**src/hw/rtl/assert_macros.svh**
```systemverilog
// assertion macros shared by the rtl files of the frame finder
// expects signals named clk and arst_n in the module that uses them
`ifndef ASSERT_MACROS_SVH
`define ASSERT_MACROS_SVH

// property checked at every rising edge outside reset
`define CFFF_ASSERT(label, prop, msg) \
	label: assert property (@(posedge clk) disable iff (!arst_n) prop) else $error(msg);

// condition that must never be seen outside reset
`define CFFF_ASSERT_NEVER(label, cond, msg) \
	`CFFF_ASSERT(label, !(cond), msg)

`endif

```
**src/hw/rtl/cfff_pkg.sv**
```systemverilog
// constants, types and codes of the crc checked frame finder
// no dependencies; used by cfff_crc_unit, cfff_seq and crc_checked_frame_finder
`timescale 1ns / 1ps

package cfff_pkg;

	localparam int BUFFER_BYTES   = 4096;
	localparam int FRAME_OVERHEAD = 9;
	localparam int HDR_BYTES      = 4;
	localparam int FCS_BYTES      = 4;

	localparam int ADDR_W    = $clog2(BUFFER_BYTES);
	localparam int CNT_W     = ADDR_W + 1;
	localparam int LEN_W     = 16;
	localparam int CRC_CNT_W = LEN_W + 1;
	localparam int BOUND_W   = ((LEN_W > CNT_W) ? LEN_W : CNT_W) + 2;
	localparam int OFFSET_W  = 12;

	localparam logic [7:0]  HEAD_BYTE = 8'hEF;
	localparam logic [7:0]  TAIL_BYTE = 8'hFE;
	localparam logic [31:0] CRC_POLY  = 32'h04C11DB7;
	localparam logic [31:0] CRC_INIT  = 32'hFFFFFFFF;

	typedef enum logic [0:0] {
		REG_WANTED_COMMAND = 1'b0,
		REG_MATCH_ANY      = 1'b1
	} cfg_reg_t;

	typedef struct packed {
		logic [7:0] wanted_command;
		logic       match_any_command;
	} cfg_t;

	typedef enum logic [1:0] {
		CRC_HOLD  = 2'd0,
		CRC_START = 2'd1,
		CRC_FEED  = 2'd2,
		CRC_SHIFT = 2'd3
	} crc_op_t;

	typedef struct packed {
		crc_op_t    op;
		logic [7:0] data;
	} crc_ctl_t;

	typedef struct packed {
		logic                frame_found;
		logic [OFFSET_W-1:0] frame_offset;
		logic                overflowed;
	} result_t;

endpackage

```
**src/hw/rtl/cfff_crc_unit.sv**
```systemverilog
// shared crc-32/mpeg-2 unit: one byte per cycle, plus a byte shift for the fcs compare
// depends on cfff_pkg
`timescale 1ns / 1ps

module cfff_crc_unit (
	input  logic             clk,
	input  logic             arst_n,
	input  cfff_pkg::crc_ctl_t ctl,
	output logic [7:0]       top_byte
);

	logic [31:0] crc_q;
	logic [31:0] crc_next;

	function automatic logic [31:0] crc_byte(input logic [31:0] c_in, input logic [7:0] b);
		logic [31:0] c;
		c = c_in ^ {b, 24'h0};
		for (int k = 0; k < 8; k++) begin
			if (c[31]) begin
				c = {c[30:0], 1'b0} ^ cfff_pkg::CRC_POLY;
			end else begin
				c = {c[30:0], 1'b0};
			end
		end
		return c;
	endfunction

	always_comb begin
		unique case (ctl.op)
			cfff_pkg::CRC_HOLD:  crc_next = crc_q;
			cfff_pkg::CRC_START: crc_next = cfff_pkg::CRC_INIT;
			cfff_pkg::CRC_FEED:  crc_next = crc_byte(crc_q, ctl.data);
			cfff_pkg::CRC_SHIFT: crc_next = {crc_q[23:0], 8'h00};
			default:             crc_next = crc_q;
		endcase
	end

	always_ff @(posedge clk or negedge arst_n) begin
		if (!arst_n) begin
			crc_q <= cfff_pkg::CRC_INIT;
		end else begin
			crc_q <= crc_next;
		end
	end

	assign top_byte = crc_q[31:24];

endmodule

```
**config.mk**
```make
export PLATFORM = sky130hd
export DESIGN_NAME = cfff_crc_unit
export DESIGN_NICKNAME = d
export VERILOG_FILES = /design/src/hw/rtl/assert_macros.svh /design/src/hw/rtl/cfff_pkg.sv /design/src/hw/rtl/cfff_crc_unit.sv
export SDC_FILE = /design/constraint.sdc
export NUM_CORES = 1
export LEC_CHECK = 0
export ABC_AREA = 1
export BUFFER_PORTS_ARGS = -buffer_cell sky130_fd_sc_hd__clkbuf_2
export CAP_MARGIN = 20
export CORE_MARGIN = 3
export CORE_UTILIZATION = 46
export CTS_BUF_LIST = sky130_fd_sc_hd__clkbuf_2 sky130_fd_sc_hd__clkbuf_4 sky130_fd_sc_hd__clkbuf_8
export DETAILED_ROUTE_END_ITERATION = 16
export SYNTH_ARGS = -nofsm -noshare
export SYNTH_HDL_FRONTEND = slang
export SYNTH_SLANG_ARGS = --single-unit
```
**constraint.sdc**
```tcl
create_clock -name clk -period 2.25 [get_ports clk]
set_input_delay 0.1125 -clock clk [delete_from_list [all_inputs] [get_ports clk]]
set_output_delay 0.1125 -clock clk [all_outputs]
set_load 0.005 [all_outputs]
```
==> flow_summary.ini, run 1 <==
[timing]
final-hold-violation-count = 0
tns_ns = 0
clock.fmax_mhz = 526
period_needed_ns = 1.90
finClkSkew_ns = 0.0142
worst_slew_pin_slew_ns = 0.840
slew_headroom_pct = 44.0
fin_crit_sh_pct = 84.4
slew_violations = 0
fin_ws_ns = 0.351
setup_viol = 0
whs_ns = 0.172
rsz0062_at_grt = false

[final_layout]
nets = 358
largest_reg_flops = 32
top_regs = crc_q: 32 flops
area_delta_synth_final_pct = 7.49
layout-drive-gt1-share_pct = 25.1
antenna_cells = 0
top_register = crc_q

[power]
power.internal_mw = 1.83
netSwitchingFraction_pct = 44.8
p_leak_nw = 1.29
p_switching_mw = 1.48
p_per_area_nw_per_um2 = 1230
p_comb_share_pct = 53.1
pwr-share-seq_pct = 32.6
p_clk_share_pct = 14.2
ir_drop_v = 0.000585

[grt]
grt_busiest_layer = met2
grt_max_degree = 40
grt_pass1_vias = 2032
antenna_found_initial = 0
overflow = 0
grtUsageTotal_pct = 22.1
grt_pass1_wl_um = 10600
grtUsageMet3_pct = 4.85
grt_use_met1_pct = 30.6
grt_util_met2_pct = 34.6

[routing]
viasPerCell = 5.21
antenna_left = 0
first_pass_iters = 4
wl_per_cell_um = 15.5
wl_um = 6450
drtIter0Drc = 142
drc = 0
dr_total_vias = 2172

[floorplanning]
ioPinCount = 20
die_w_um = 79.8
start_util_pct = 48.5
die_h_um = 79.8
die-area_um2 = 6370
core_area_um2 = 5170
placementRows = 26

[clock_tree]
cts_tree = done
post_cts_buffers = 0
root_buffer = clkbuf_8
cts.path.max_buffers = 2
htreeDepth = 2
cts_hold_buf = 0
clkSinkCount = 32
cts_buffers = 5
clock_latency_ns = 0.29
cts.clk_slew.worst_paths_ns = 0.07
cts_resized = 0

[placed_design]
pre_cts_slack_ns = 0.372
gp_congestion = 0.845
dp_hpwl_um = 4470
port_buffers = 19

[yosys]
ys_dominant_reg_cell = dfstp_2
synth_warnings = 0
async_flop_share_pct = 100
synth_edf_count = 0
synth_top_cell_area_share_pct = 33.5
ys_top_cells_by_count = 84 x nand2_1, 40 x o21ai_0, 33 x xor2_1
ys_types = 29
synth_area_leaders = dfstp_2 34%, nand2_1 13%, xor2_1 12%
syn_area_per_cell_um2 = 7.48
syn_nets = 347
ys_seq_area_share_pct = 33.5
synthesis.area_um2 = 2510
synthMostInstantiatedCell = nand2_1
yosysTopAreaCell = dfstp_2
ys_ff_latch = 32
syn-instance-count = 335

[hold_path]
min_path_type = in2reg

[setup_path]
criticalPathCategory = reg2reg
crit_path_end_kind = register
arrival_ns = 2.12
start_kind = register
crit_fanout = 8
required_ns = 2.47

[run_status]
status = finished clean

[run]
cap_violations = 0
## metal layers
layer	share of wire, %	vias to the layer above
li1	-	1080
met1	46	1017
met2	46	73
met3	6.6	2
met4	0.51	0
met5	0	-
## power by group through the flow
stage / logic (mW) / registers [mW] / clock network (mW)
global route: 1.98 / 1.11 / 0.523
global placement: 1.74 / 1.08 / 0
floorplan: 1.44 / 1.03 / 0
detailed placement: 1.75 / 1.09 / 0
CTS: 1.76 / 1.08 / 0.483
finish: 1.76 / 1.08 / 0.471
## layout by cell type, fill, tap and decap left out
| master | n |
|---|---|
| a31oi_1 | 1 |
| o22ai_1 | 2 |
| nand3b_1 | 2 |
| o211ai_1 | 1 |
| xnor2_1 | 8 |
| nor3_1 | 1 |
| o21ai_0 | 40 |
| xor2_2 | 1 |
| o21bai_1 | 2 |
| dfstp_2 | 32 |
| buf_4 | 4 |
| nand3_1 | 15 |
| xnor2_2 | 3 |
| clkbuf_2 | 19 |
| a21oi_1 | 19 |
| inv_2 | 1 |
| or2_2 | 1 |
| xor2_1 | 33 |
| clkbuf_8 | 6 |
| nand2_1 | 84 |
| nand2_2 | 10 |
| a211oi_2 | 1 |
| o21ai_1 | 3 |
| clkinv_2 | 2 |
| nor2_1 | 18 |
| nand3_2 | 2 |
| nand2_4 | 4 |
| inv_1 | 31 |
| xnor2_4 | 1 |
## worst max-delay path, stage by stage (launching register included)
cell     delay, ns
dfstp_2       0.56
inv_1         0.06
nand2_1       0.08
nand2_2       0.13
nand2_1       0.14
nand2_4       0.11
xor2_1        0.31
nand2_1       0.15
nand2_1       0.09
nand2_1       0.05
nand3_1       0.10
nand2_1       0.06
## cell families after synthesis
kind of cell | share of synthesized area (%)
DFF | 33.5
and+or+nand+nor | 24.4
xor gates and xnor gates | 18.0
buffers and inverters | 9.49
AOI/OAI and AO/OA | 14.5
## path summary, 6_finish.rpt
check	start	endpoint	slack (ns)	cells past startpoint
hold reg to reg	crc_q[17]	crc_q[17]	0.48	2
hold / removal	ctl[9]	crc_q[7]	0.17	2
max in group asynchronous	arst_n	crc_q[18]	1.87	1
setup reg to reg	crc_q[31]	crc_q[12]	0.35	11
setup / recovery	crc_q[31]	crc_q[12]	0.35	11
min in group asynchronous	arst_n	crc_q[2]	0.33	1
## per-stage QoR
stage	instance area, µm²	std cells	total power [mW]	utilization [%]
2_1_floorplan	2510	335	2.47	-
3_3_place_gp	2600	409	2.82	50.3
3_5_place_dp	2600	409	2.83	50.3
4_1_cts	2690	417	3.32	52.1
5_1_grt	2690	417	3.61	52.1
6_report	2690	417	3.31	52.1
## layout make-up
type,count,area [µm²]
Fill cell,508,2480
Clock buffer,6,82.6
Multi-Input combinational cell,252,1430
Tap cell,70,87.6
Timing Repair Buffer,23,125
Sequential cell,32,841
Clock inverter,2,10.0
Inverter,32,120
Power figures use the tool's default switching activity.
==> run 2: changes to the inputs <==
--- a/config.mk
+++ b/config.mk
@@ -12,6 +12,7 @@
 export CORE_UTILIZATION = 46
 export CTS_BUF_LIST = sky130_fd_sc_hd__clkbuf_2 sky130_fd_sc_hd__clkbuf_4 sky130_fd_sc_hd__clkbuf_8
 export DETAILED_ROUTE_END_ITERATION = 16
+export PLACE_DENSITY = 0.66
 export SYNTH_ARGS = -nofsm -noshare
 export SYNTH_HDL_FRONTEND = slang
 export SYNTH_SLANG_ARGS = --single-unit
==> constraint.sdc (replaced) <==
create_clock -name clk -period 1.7 [get_ports clk]
set_input_delay 0.085 -clock clk [delete_from_list [all_inputs] [get_ports clk]]
set_output_delay 0.085 -clock clk [all_outputs]
set_load 0.005 [all_outputs]
==> run 2 against run 1 <==
Compared with the run above: routed wire length is 1.2% higher; first-iteration DRC count is 0.70% higher; clock skew is 0.0071 ns lower; sequential power is 32% higher; sequential cell count stayed put; clock-buffer cell count is 1 higher; critical path type unchanged; critical endpoint is now crc_q[9]; largest cell class unchanged; largest power group unchanged; highest routed layer unchanged.
==> flow_summary.ini, run 2 (synthesis gave the netlist of run 1 again) <==
[placed_design]
port_buffers = 19
place_inst = 424
dp_hpwl_um = 4440
pre_cts_slack_ns = -0.0648
gp_congestion = 0.836
dpl_cell_area_um2 = 2730

[routing]
routed.top_layer = met4
first_pass_iters = 4
antenna_left = 0
met2_length_um = 3130
dr_total_vias = 2273
drc = 0
wl_per_cell_um = 14.8
drtIter0Drc = 143
met1_length_um = 2810
routed-wl-met3_um = 504
viasPerCell = 5.14
wl_um = 6530

[power]
p_leak_nw = 1.49
p_comb_share_pct = 60.0
pwr-share-seq_pct = 27.5
finalPower_mw = 5.21
p_per_area_nw_per_um2 = 1640
power.internal_mw = 2.96
p_switching_mw = 2.25
netSwitchingFraction_pct = 43.2
ir_drop_v = 0.000892
p_clk_share_pct = 12.5

[clock_tree]
cts_buffers = 5
cts.path.max_buffers = 2
root_buffer = clkbuf_8
clkSinkCount = 32
htreeDepth = 2
clock_latency_ns = 0.29
cts_tree = done
cts.clk_slew.worst_paths_ns = 0.07

[timing]
slew_violations = 0
clock.fmax_mhz = 605
worst_slew_pin_slew_ns = 0.852
period_needed_ns = 1.65
setup_viol = 0
final-hold-violation-count = 0
fin_crit_sh_pct = 97.2
fin_ws_ns = 0.0481
rsz0062_at_grt = true
finClkSkew_ns = 0.00709
slew_headroom_pct = 43.2
tns_ns = 0

[grt]
overflow = 0
grt_pass1_vias = 2066
antenna_found_initial = 0
grtUsageTotal_pct = 21.4
grt_pass1_wl_um = 10400
grt_max_degree = 33

[setup_path]
crit_path_end_kind = register
arrival_ns = 1.86
r2r_slack_ns = 0.05
crit_fanout = 8
required_ns = 1.91
criticalPathCategory = reg2reg
start_kind = register

[final_layout]
finalNonFillerCells = 442
fin_area_um2 = 3170
antenna_cells = 0
area_delta_synth_final_pct = 26.6
fillCellCount = 441
layout_common_cells = 71 x nand2_1, 35 x o21ai_0, 32 x dfstp_2, 26 x buf_4, 25 x xor2_1
largest_reg_flops = 32
nets = 384
top_register = crc_q
top_regs = crc_q: 32 flops
final_common_cell = nand2_1
layout-drive-gt1-share_pct = 39.2

[floorplanning]
die-area_um2 = 6370
die_w_um = 79.8
start_util_pct = 48.5
core_area_um2 = 5170
placementRows = 26
die_h_um = 79.8
ioPinCount = 20

[hold_path]
min_path_type = in2reg

[run]
cap_violations = 0

[run_status]
status = finished clean
-- run 2: changes by cell type in the layout (fill, tap and decap cells not counted), sizes merged --
cell    before  now
clkbuf      25   26
buf          4   30
clkinv       2    0
-- run 2: area by class of cell --
type / count / area [µm²] / area share [%]
multi-input cells: 252 / 1670 / 52.7
flip-flops and latches: 32 / 841 / 26.5
repair buffers: 49 / 353 / 11.1
inverters: 32 / 123 / 3.87
clock buffers: 7 / 96.3 / 3.04
well taps: 70 / 87.6 / 2.76
-- run 2: worst max-delay path, stage by stage (launching register included) --
cell and delay (ns):
dfstp_2 0.57, inv_2 0.05, nand2_2 0.07, nand2_4 0.07, nand2_4 0.10, nand2_8 0.10
xor2_4 0.18, buf_6 0.12, xor2_1 0.14, o21bai_1 0.15
-- run 2: worst paths after layout --
| check | start | endpoint | cells after the start |
|---|---|---|---|
| setup / recovery | crc_q[31] | crc_q[9] | 9 |
| hold / removal | ctl[9] | crc_q[7] | 2 |
| setup reg to reg | crc_q[31] | crc_q[9] | 9 |
| hold reg to reg | crc_q[17] | crc_q[17] | 2 |
| max in group asynchronous | arst_n | crc_q[20] | 1 |
| min in group asynchronous | arst_n | crc_q[13] | 1 |
-- run 2: power by group through the flow --
stage	logic (mW)	registers, mW	clock network, mW
global route	3.47	1.47	0.697
global placement	2.44	1.41	0
CTS	2.54	1.42	0.673
floorplan	1.91	1.37	0
detailed placement	2.48	1.42	0
finish	3.13	1.43	0.653
-- run 2: metrics by stage --
| step | hold WS, ns | utilization, % |
|---|---|---|
| after floorplan | -0.0628 | - |
| after global placement | 0.428 | 52.7 |
| after detailed placement | 0.426 | 52.7 |
| after CTS | 0.116 | 55.0 |
| after global routing | 0.145 | 61.3 |
| final | 0.117 | 61.3 |
-- run 2: what timing repair did --
item                                    in CTS  in global routing
buffers inserted                             0                 11
endpoints found under the setup margin      10                 22
pin swaps                                    0                 21
hold buffers                                 0                  0
resized for setup                            4                 55
-- run 2: per-layer routing --
layer / vias up / GRT usage [%]
met2: 72 / 33.5
li1: 1128 / -
met1: 1066 / 28.7
met4: 0 / 8.28
met5: - / 0
met3: 7 / 5.08
==> run 3: changes to the inputs <==
--- a/config.mk
+++ b/config.mk
@@ -6,7 +6,7 @@
 export NUM_CORES = 1
 export LEC_CHECK = 0
 export ABC_AREA = 1
-export BUFFER_PORTS_ARGS = -buffer_cell sky130_fd_sc_hd__clkbuf_2
+export BUFFER_PORTS_ARGS = -buffer_cell sky130_fd_sc_hd__buf_4
 export CAP_MARGIN = 20
 export CORE_MARGIN = 3
 export CORE_UTILIZATION = 46
==> run 3 against run 2 <==
Compared with the run above: clock-buffer cell count is 1 higher; via count fell by 1.5%; largest power group unchanged; clock skew shrank 0.0021 ns; non-clock buffer count fell by 4.
==> flow_summary.ini, run 3 (synthesis gave the netlist of run 1 again) <==
[floorplanning]
die_w_um = 79.8
ioPinCount = 20
placementRows = 26
core_area_um2 = 5170
die_h_um = 79.8
die-area_um2 = 6370
start_util_pct = 48.5

[clock_tree]
cts.clk_slew.worst_paths_ns = 0.07
htreeDepth = 2
cts_buffers = 5
cts_hold_buf = 0
clock_latency_ns = 0.29
clkSinkCount = 32
root_buffer = clkbuf_8
cts_tree = done
cts.path.max_buffers = 2

[grt]
overflow = 0
antenna_found_initial = 0
grt_pass1_wl_um = 10100
grtUsageTotal_pct = 20.9
grt_pass1_vias = 2084
grt_max_degree = 40

[placed_design]
pre_cts_slack_ns = -0.0553
dpl_cell_area_um2 = 2750
port_buffers = 19
dp_hpwl_um = 4360
place_inst = 421
gp_congestion = 0.860

[final_layout]
finalNonFillerCells = 439
antenna_cells = 0
fillCellCount = 432
largest_reg_flops = 32
top_register = crc_q
area_delta_synth_final_pct = 25.6
top_regs = crc_q: 32 flops
nets = 380
final_common_cell = nand2_1
layout-drive-gt1-share_pct = 38.2
layout_common_cells = 71 x nand2_1, 42 x buf_4, 37 x o21ai_0, 32 x dfstp_2, 25 x inv_1
fin_area_um2 = 3150

[timing]
final-hold-violation-count = 0
clock.fmax_mhz = 613
finClkSkew_ns = 0.00503
slew_violations = 0
rsz0062_at_grt = true
period_needed_ns = 1.63
fin_ws_ns = 0.0698
fin_crit_sh_pct = 95.9
slew_headroom_pct = 66.3
worst_slew_pin_slew_ns = 0.505
setup_viol = 0

[setup_path]
crit_path_end_kind = register
critical_path_buf_inv_count = 2
crit_chain = inv_2 > nand2_2 > nand2_4 > nand2_4 > nand2_8 > xor2_2 > buf_4 > xor2_1 > o21ai_1
crit_top_cell = nand2_4
max_stage_delay_ns = 0.57
slowest_stage = dfstp_2
criticalPathCategory = reg2reg
required_ns = 1.92
arrival_ns = 1.85
start_kind = register
crit_fanout = 7
r2r_slack_ns = 0.07
critical-path-top-delay-family = flip-flops

[run_status]
status = finished clean

[routing]
first_pass_iters = 5
drtIter0Drc = 124
wl_per_cell_um = 14.6
viasPerCell = 5.10
wl_um = 6410
antenna_left = 0
drc = 0
dr_total_vias = 2239

[power]
p_per_area_nw_per_um2 = 1640
ir_drop_v = 0.000795
p_leak_nw = 1.46
finalPower_mw = 5.15

[hold_path]
min_path_type = in2reg

[run]
cap_violations = 0
run 3: cell count changes in the layout (fill, tap and decap cells not counted), sizes merged:
cell / delta
buf: +15
clkbuf: -18
run 3: per-stage QoR:
| step | util (%) | setup TNS, ns | hold slack (ns) |
|---|---|---|---|
| finish | 60.9 | 0 | 0.0255 |
| global route | 60.9 | -0.158 | 0.0282 |
| CTS | 55.4 | 0 | 0.0298 |
| detailed placement | 53.2 | -0.141 | 0.340 |
| global placement | 53.2 | -0.0388 | 0.329 |
| floorplan | - | 0 | -0.0628 |
run 3: report_power, final:
| part | total, mW | internal (mW) | leakage (nW) | switching [mW] |
|---|---|---|---|---|
| Clock | 0.652 | 0.362 | 0.0523 | 0.290 |
| Combinational | 3.06 | 1.38 | 1.08 | 1.68 |
| Sequential | 1.44 | 1.19 | 0.337 | 0.244 |
run 3: worst reg2reg max path, cell delays in order, from the launching register on:
cell and delay [ns]:
dfstp_2 0.57, inv_2 0.06, nand2_2 0.08, nand2_4 0.08, nand2_4 0.10, nand2_8 0.09
xor2_2 0.17, buf_4 0.15, xor2_1 0.16, o21ai_1 0.12
run 3: cell type report:
cell class	count	area (µm²)	share of cell area (%)
flip-flops and latches	32	841	26.7
inverters	32	125	3.97
repair buffers	45	358	11.4
multi-input cells	252	1640	52.1
clock buffers	8	97.6	3.10
well taps	70	87.6	2.78
run 3: path summary, 6_finish.rpt:
check                               start        end  cells after the start
worst max-delay path            crc_q[31]   crc_q[6]                      9
worst min-delay path               ctl[9]   crc_q[7]                      2
worst max register to register  crc_q[31]   crc_q[6]                      9
worst min register to register  crc_q[17]  crc_q[17]                      2
max in group asynchronous          arst_n  crc_q[10]                      1
min in group asynchronous          arst_n  crc_q[13]                      1
run 3: what timing repair did:
action | 4_1_cts | 5_1_grt
setup endpoints to repair | 5 | 22
cloned | 0 | 0
buffers inserted | 0 | 11
pin swaps | 0 | 15
resized for setup | 3 | 49
run 3: layer usage:
layer / GRT usage [%] / part of all wire, % / wire length, µm
met3: 3.16 / 4.8 / 306
met2: 34.1 / 48 / 3070
met4: 8.11 / 1.7 / 107
met1: 27.9 / 46 / 2920
met5: 0 / 0 / 0
